### src/rtl/gtl_pkg.sv
// ----------------------------------------------------------------------------
// gtl_pkg: shared definitions for the glyph text layout block
// Glyph record, character codes, register indexes, controller states and the
// command and status groups between the controller and the datapath.
// ----------------------------------------------------------------------------
package gtl_pkg;

  localparam int MAX_CHARS_DEF = 64;
  localparam int GLYPHS        = 95;
  localparam int GIDX_W        = 7;
  localparam int CFG_IDX_W     = 3;

  localparam logic [7:0] CHAR_NUL   = 8'd0;
  localparam logic [7:0] CHAR_NL    = 8'd10;
  localparam logic [7:0] CHAR_FIRST = 8'd32;
  localparam logic [7:0] CHAR_LAST  = 8'd126;

  typedef enum logic [CFG_IDX_W-1:0] {
    CFG_BOX_X,
    CFG_BOX_Y,
    CFG_BOX_W,
    CFG_BOX_H,
    CFG_H_ALIGN,
    CFG_V_ALIGN
  } cfg_reg_t;

  typedef enum logic [1:0] {
    ALIGN_START,
    ALIGN_CENTER,
    ALIGN_END
  } align_t;

  typedef struct packed {
    logic [11:0] gx;
    logic [11:0] gy;
    logic [7:0]  gw;
    logic [7:0]  gh;
  } glyph_t;

  typedef enum logic [3:0] {
    ST_IDLE,
    ST_LOAD,
    ST_SIZE,
    ST_OFFSET,
    ST_ORIGIN,
    ST_WALK_RD,
    ST_WALK_CHR,
    ST_WALK_GLY,
    ST_DONE
  } state_t;

  typedef struct packed {
    logic accept;
    logic load;
    logic size;
    logic offset;
    logic origin;
    logic rd_char;
    logic chr;
    logic place;
    logic clear;
  } cmd_t;

  typedef struct packed {
    logic item_mode;
    logic item_last;
    logic chr_nl;
    logic walk_end;
    logic count_zero;
    logic out_free;
  } sts_t;

  function automatic logic is_print(input logic [7:0] c);
    return (c >= CHAR_FIRST) && (c <= CHAR_LAST);
  endfunction

  function automatic logic signed [15:0] sat16(input logic signed [18:0] v);
    logic signed [15:0] r;
    if (v > 19'sd32767) begin
      r = 16'sh7FFF;
    end else if (v < -19'sd32768) begin
      r = 16'sh8000;
    end else begin
      r = v[15:0];
    end
    return r;
  endfunction

  function automatic logic [15:0] usat16(input logic [16:0] v);
    return v[16] ? 16'hFFFF : v[15:0];
  endfunction

endpackage

### src/rtl/gtl_ctrl.sv
// ----------------------------------------------------------------------------
// gtl_ctrl: sequencing controller
// Accepts items, steps the load of one item and the alignment and walk of the
// buffered string when the final character arrives.
// ----------------------------------------------------------------------------
module gtl_ctrl (
  input  logic          clk,
  input  logic          rst_n,
  input  logic          in_valid,
  output logic          in_ready,
  input  gtl_pkg::sts_t sts,
  output gtl_pkg::cmd_t cmd
);

  gtl_pkg::state_t state_r;
  gtl_pkg::state_t state_nxt;

  always_ff @(posedge clk) begin
    if (!rst_n) begin
      state_r <= gtl_pkg::ST_IDLE;
    end else begin
      state_r <= state_nxt;
    end
  end

  always_comb begin
    state_nxt = state_r;
    cmd       = '0;
    in_ready  = 1'b0;
    case (state_r)
      gtl_pkg::ST_IDLE: begin
        in_ready = 1'b1;
        if (in_valid) begin
          cmd.accept = 1'b1;
          state_nxt  = gtl_pkg::ST_LOAD;
        end
      end
      gtl_pkg::ST_LOAD: begin
        cmd.load = 1'b1;
        if (sts.item_mode && sts.item_last) begin
          state_nxt = gtl_pkg::ST_SIZE;
        end else begin
          state_nxt = gtl_pkg::ST_IDLE;
        end
      end
      gtl_pkg::ST_SIZE: begin
        cmd.size  = 1'b1;
        state_nxt = gtl_pkg::ST_OFFSET;
      end
      gtl_pkg::ST_OFFSET: begin
        cmd.offset = 1'b1;
        state_nxt  = gtl_pkg::ST_ORIGIN;
      end
      gtl_pkg::ST_ORIGIN: begin
        cmd.origin = 1'b1;
        state_nxt  = sts.count_zero ? gtl_pkg::ST_DONE : gtl_pkg::ST_WALK_RD;
      end
      gtl_pkg::ST_WALK_RD: begin
        cmd.rd_char = 1'b1;
        state_nxt   = gtl_pkg::ST_WALK_CHR;
      end
      gtl_pkg::ST_WALK_CHR: begin
        cmd.chr = 1'b1;
        if (sts.chr_nl) begin
          state_nxt = sts.walk_end ? gtl_pkg::ST_DONE : gtl_pkg::ST_WALK_RD;
        end else begin
          state_nxt = gtl_pkg::ST_WALK_GLY;
        end
      end
      gtl_pkg::ST_WALK_GLY: begin
        if (sts.out_free) begin
          cmd.place = 1'b1;
          state_nxt = sts.walk_end ? gtl_pkg::ST_DONE : gtl_pkg::ST_WALK_RD;
        end
      end
      gtl_pkg::ST_DONE: begin
        cmd.clear = 1'b1;
        state_nxt = gtl_pkg::ST_IDLE;
      end
      default: begin
        state_nxt = gtl_pkg::ST_IDLE;
      end
    endcase
  end

endmodule

### config.mk
export PLATFORM = sky130hd
export DESIGN_NAME = gtl_ctrl
export DESIGN_NICKNAME = d
export VERILOG_FILES = /design/src/rtl/gtl_pkg.sv /design/src/rtl/gtl_ctrl.sv
export SDC_FILE = /design/constraint.sdc
export NUM_CORES = 1
export LEC_CHECK = 0
export ABC_AREA = 1
export BUFFER_PORTS_ARGS = -buffer_cell sky130_fd_sc_hd__buf_2
export CORE_AREA = 10 10 47 49
export DETAILED_ROUTE_END_ITERATION = 16
export DIE_AREA = 0 0 57 59
export GPL_ROUTABILITY_DRIVEN = 0
export GPL_TIMING_DRIVEN = 0
export PLACE_DENSITY = 0.53
export RECOVER_POWER = 50
export REMOVE_ABC_BUFFERS = 1
export SLEW_MARGIN = 15
export SYNTH_ARGS = -nofsm -noshare
export SYNTH_HDL_FRONTEND = slang
export SYNTH_SLANG_ARGS = --single-unit
### constraint.sdc
create_clock -name clk -period 2.1 [get_ports clk]
set_input_delay 0.105 -clock clk [delete_from_list [all_inputs] [get_ports clk]]
set_output_delay 0.105 -clock clk [all_outputs]
set_load 0.01 [all_outputs]
==> impl_metrics.yaml <==
status:
  status: "finished clean"
grt:
  grt_overflow: 0
  grt_pass1_vias: 423
  track_usage: 0.0596
  antenna_found_initial: 0
  grt_max_degree: 9
  grt_pass1_wl_mm: 1.66
floorplan:
  pin_count: 19
  fp-row-count: 14
  core_area_um2: 1400
  start_util: 0.241
  fp.dieH_um: 59
  die_w_um: 57
  dieArea_um2: 3360
final_layout:
  layout_commonest_cell: "inv_1"
  largest_reg_flops: 4
  syn_to_final_growth_pct: 38.1
  largestRegisters: "state_r (4)"
  drive_above_1_share: 0.263
  regMostFlops: "state_r"
  diodes: 0
  final_cells: 96
  nNetsFinal: 91
  final_cell_mix: "inv_1 (16), buf_2 (15), nand2_1 (10)"
  fillers: 167
clock_tree:
  cts_tree: "built"
  cts_made_buffers: 3
  cts.repair.resized: 0
  htree_levels: 1
  clk_latency_ns: 0.23
  clk_pin_slew_ns: 0.04
  cts_root_buf: "clkbuf_4"
  clock_sinks: 4
  cts_hold_buf: 0
  cts_buffer_depth: 2
  post_cts_buffers: 0
sta:
  fin_crit_ns: 1.42
  min_period_over_period: 0.677
  relSlewSlack: 0.769
  finClkSkew_ns: 0.000927
  hold_viol_final: 0
  max_freq_mhz: 703
  maxSlewViolCount: 0
  setup_viol: 0
  tightest_slew_ns: 0.345
  finalSetupTns_ns: 0
  rsz0062_at_grt: "false"
worst_setup_path:
  path_class: "reg2out"
  path_buf_inv: 2
  path_delay_family: "simple AND/OR/NAND/NOR gates"
  slowest_stage: "dfxtp_1"
  cp_max_fo: 5
  cpPeakStageDelay_ns: 0.34
  cp.required_ns: 2.00
  endpoint_kind: "primary output"
  arrival_ns: 1.32
  crit_path_cell_trace: "nor2_1 > inv_1 > nor3_1 > buf_2"
  start_kind: "flip-flop"
synthesis:
  ys_seq_area_frac: 0.237
  syn_area_per_cell_um2: 5.73
  synth_warnings: 0
  yosys_register_bits: 4
  synthCells: 59
  synth_cell_types: 15
  syn-cell-area_um2: 338
power_and_ir_drop:
  ir_worst_vdd_uv: 300
  power_switching_share: 0.265
  seq_power_share: 0.372
  p_per_area_nw_per_um2: 476
  p_leak_nw: 0.294
  comb_power_share: 0.211
  intPower_mw: 0.163
  p_switching_mw: 0.0589
  p_clk_frac: 0.416
detailed_routing:
  wl_per_cell_um: 10.1
  num_vias: 419
  drtIter0Drc: 7
  via_per_inst: 4.36
  wirelength_um: 974
  drtPass1Iterations: 4
  route.detailed.drc: 0
  postRouteAntennaNets: 0
placed_design:
  place_hpwl_um: 829
  port_buffers: 18
  dp_cells: 93
run:
  drv_cap: 0
hold_path:
  hp-class: "in2reg"
-- through the flow --
stage	worst slack (ns)	hold slack [ns]	cell area, um^2	utilization	power [mW]
floorplan	1.07	0.276	338	-	0.112
global placement	0.875	0.406	448	0.320	0.132
detailed placement	0.869	0.403	448	0.320	0.132
CTS	0.657	0.155	470	0.336	0.229
global route	0.492	0.161	467	0.333	0.248
finish	0.678	0.165	467	0.333	0.222
-- power groups by stage --
| stage | logic, mW | clock network [mW] | registers (mW) |
|---|---|---|---|
| 3_3_place_gp | 0.0477 | 0 | 0.0839 |
| 5_1_grt | 0.0545 | 0.110 | 0.0831 |
| 4_1_cts | 0.0479 | 0.0988 | 0.0827 |
| 6_report | 0.0470 | 0.0925 | 0.0828 |
| 3_5_place_dp | 0.0477 | 0 | 0.0839 |
| 2_1_floorplan | 0.0286 | 0 | 0.0830 |
-- cell type report --
cell class,instances,area [um^2],share of cell area
Multi-Input combinational cell,39,198,0.424
Timing Repair Buffer,18,86.3,0.185
Sequential cell,4,80.1,0.172
Inverter,16,60.1,0.129
Clock buffer,3,22.5,0.0483
Tap cell,16,20.0,0.0429
-- worst paths after layout --
path	endpoint	cells after the start	slack (ns)	start
setup / recovery	cmd[7]	4	0.68	state_r[3]$_SDFFE_PN0P_
hold / removal	state_r[0]$_SDFFE_PN0P_	3	0.16	rst_n
setup reg to reg	state_r[2]$_SDFFE_PN0P_	5	0.89	state_r[3]$_SDFFE_PN0P_
hold reg to reg	state_r[1]$_SDFFE_PN0P_	3	0.64	state_r[2]$_SDFFE_PN0P_
-- Yosys cell counts (all sizes together) --
library cell	instances	area share
nor2	9	0.12
nor3	4	0.074
dfxtp	4	0.24
o21ai	1	0.015
inv	16	0.18
a21oi	3	0.044
nand2	10	0.11
nand3	7	0.12
a31oi	1	0.019
o21bai	2	0.044
nor4	1	0.019
nand4	1	0.019
-- per-layer routing --
layer	wire length (um)	vias to the layer above	share of wire	track usage
met5	0	-	0	0
met4	0	0	0	0.0101
met3	132	0	0.14	0.0558
met2	344	21	0.35	0.0791
li1	-	228	-	-
met1	498	170	0.51	0.0688
-- worst register-to-register path, delay by kind of cell, from the launching register on --
kind	cells	cell delay, ns
AOI/OAI and AO/OA	2	0.20
DFF	1	0.34
and+or+nand+nor	3	0.56
-- cells by family (layout without fill, tap and decap cells) --
group	Yosys count	after routing	synth area share
AND/OR/NAND/NOR	32	32	0.463
buffers and inverters	16	37	0.178
AO/OA/AOI/OAI	7	7	0.122
flip-flops	4	4	0.237
Power figures use the tool's default switching activity.
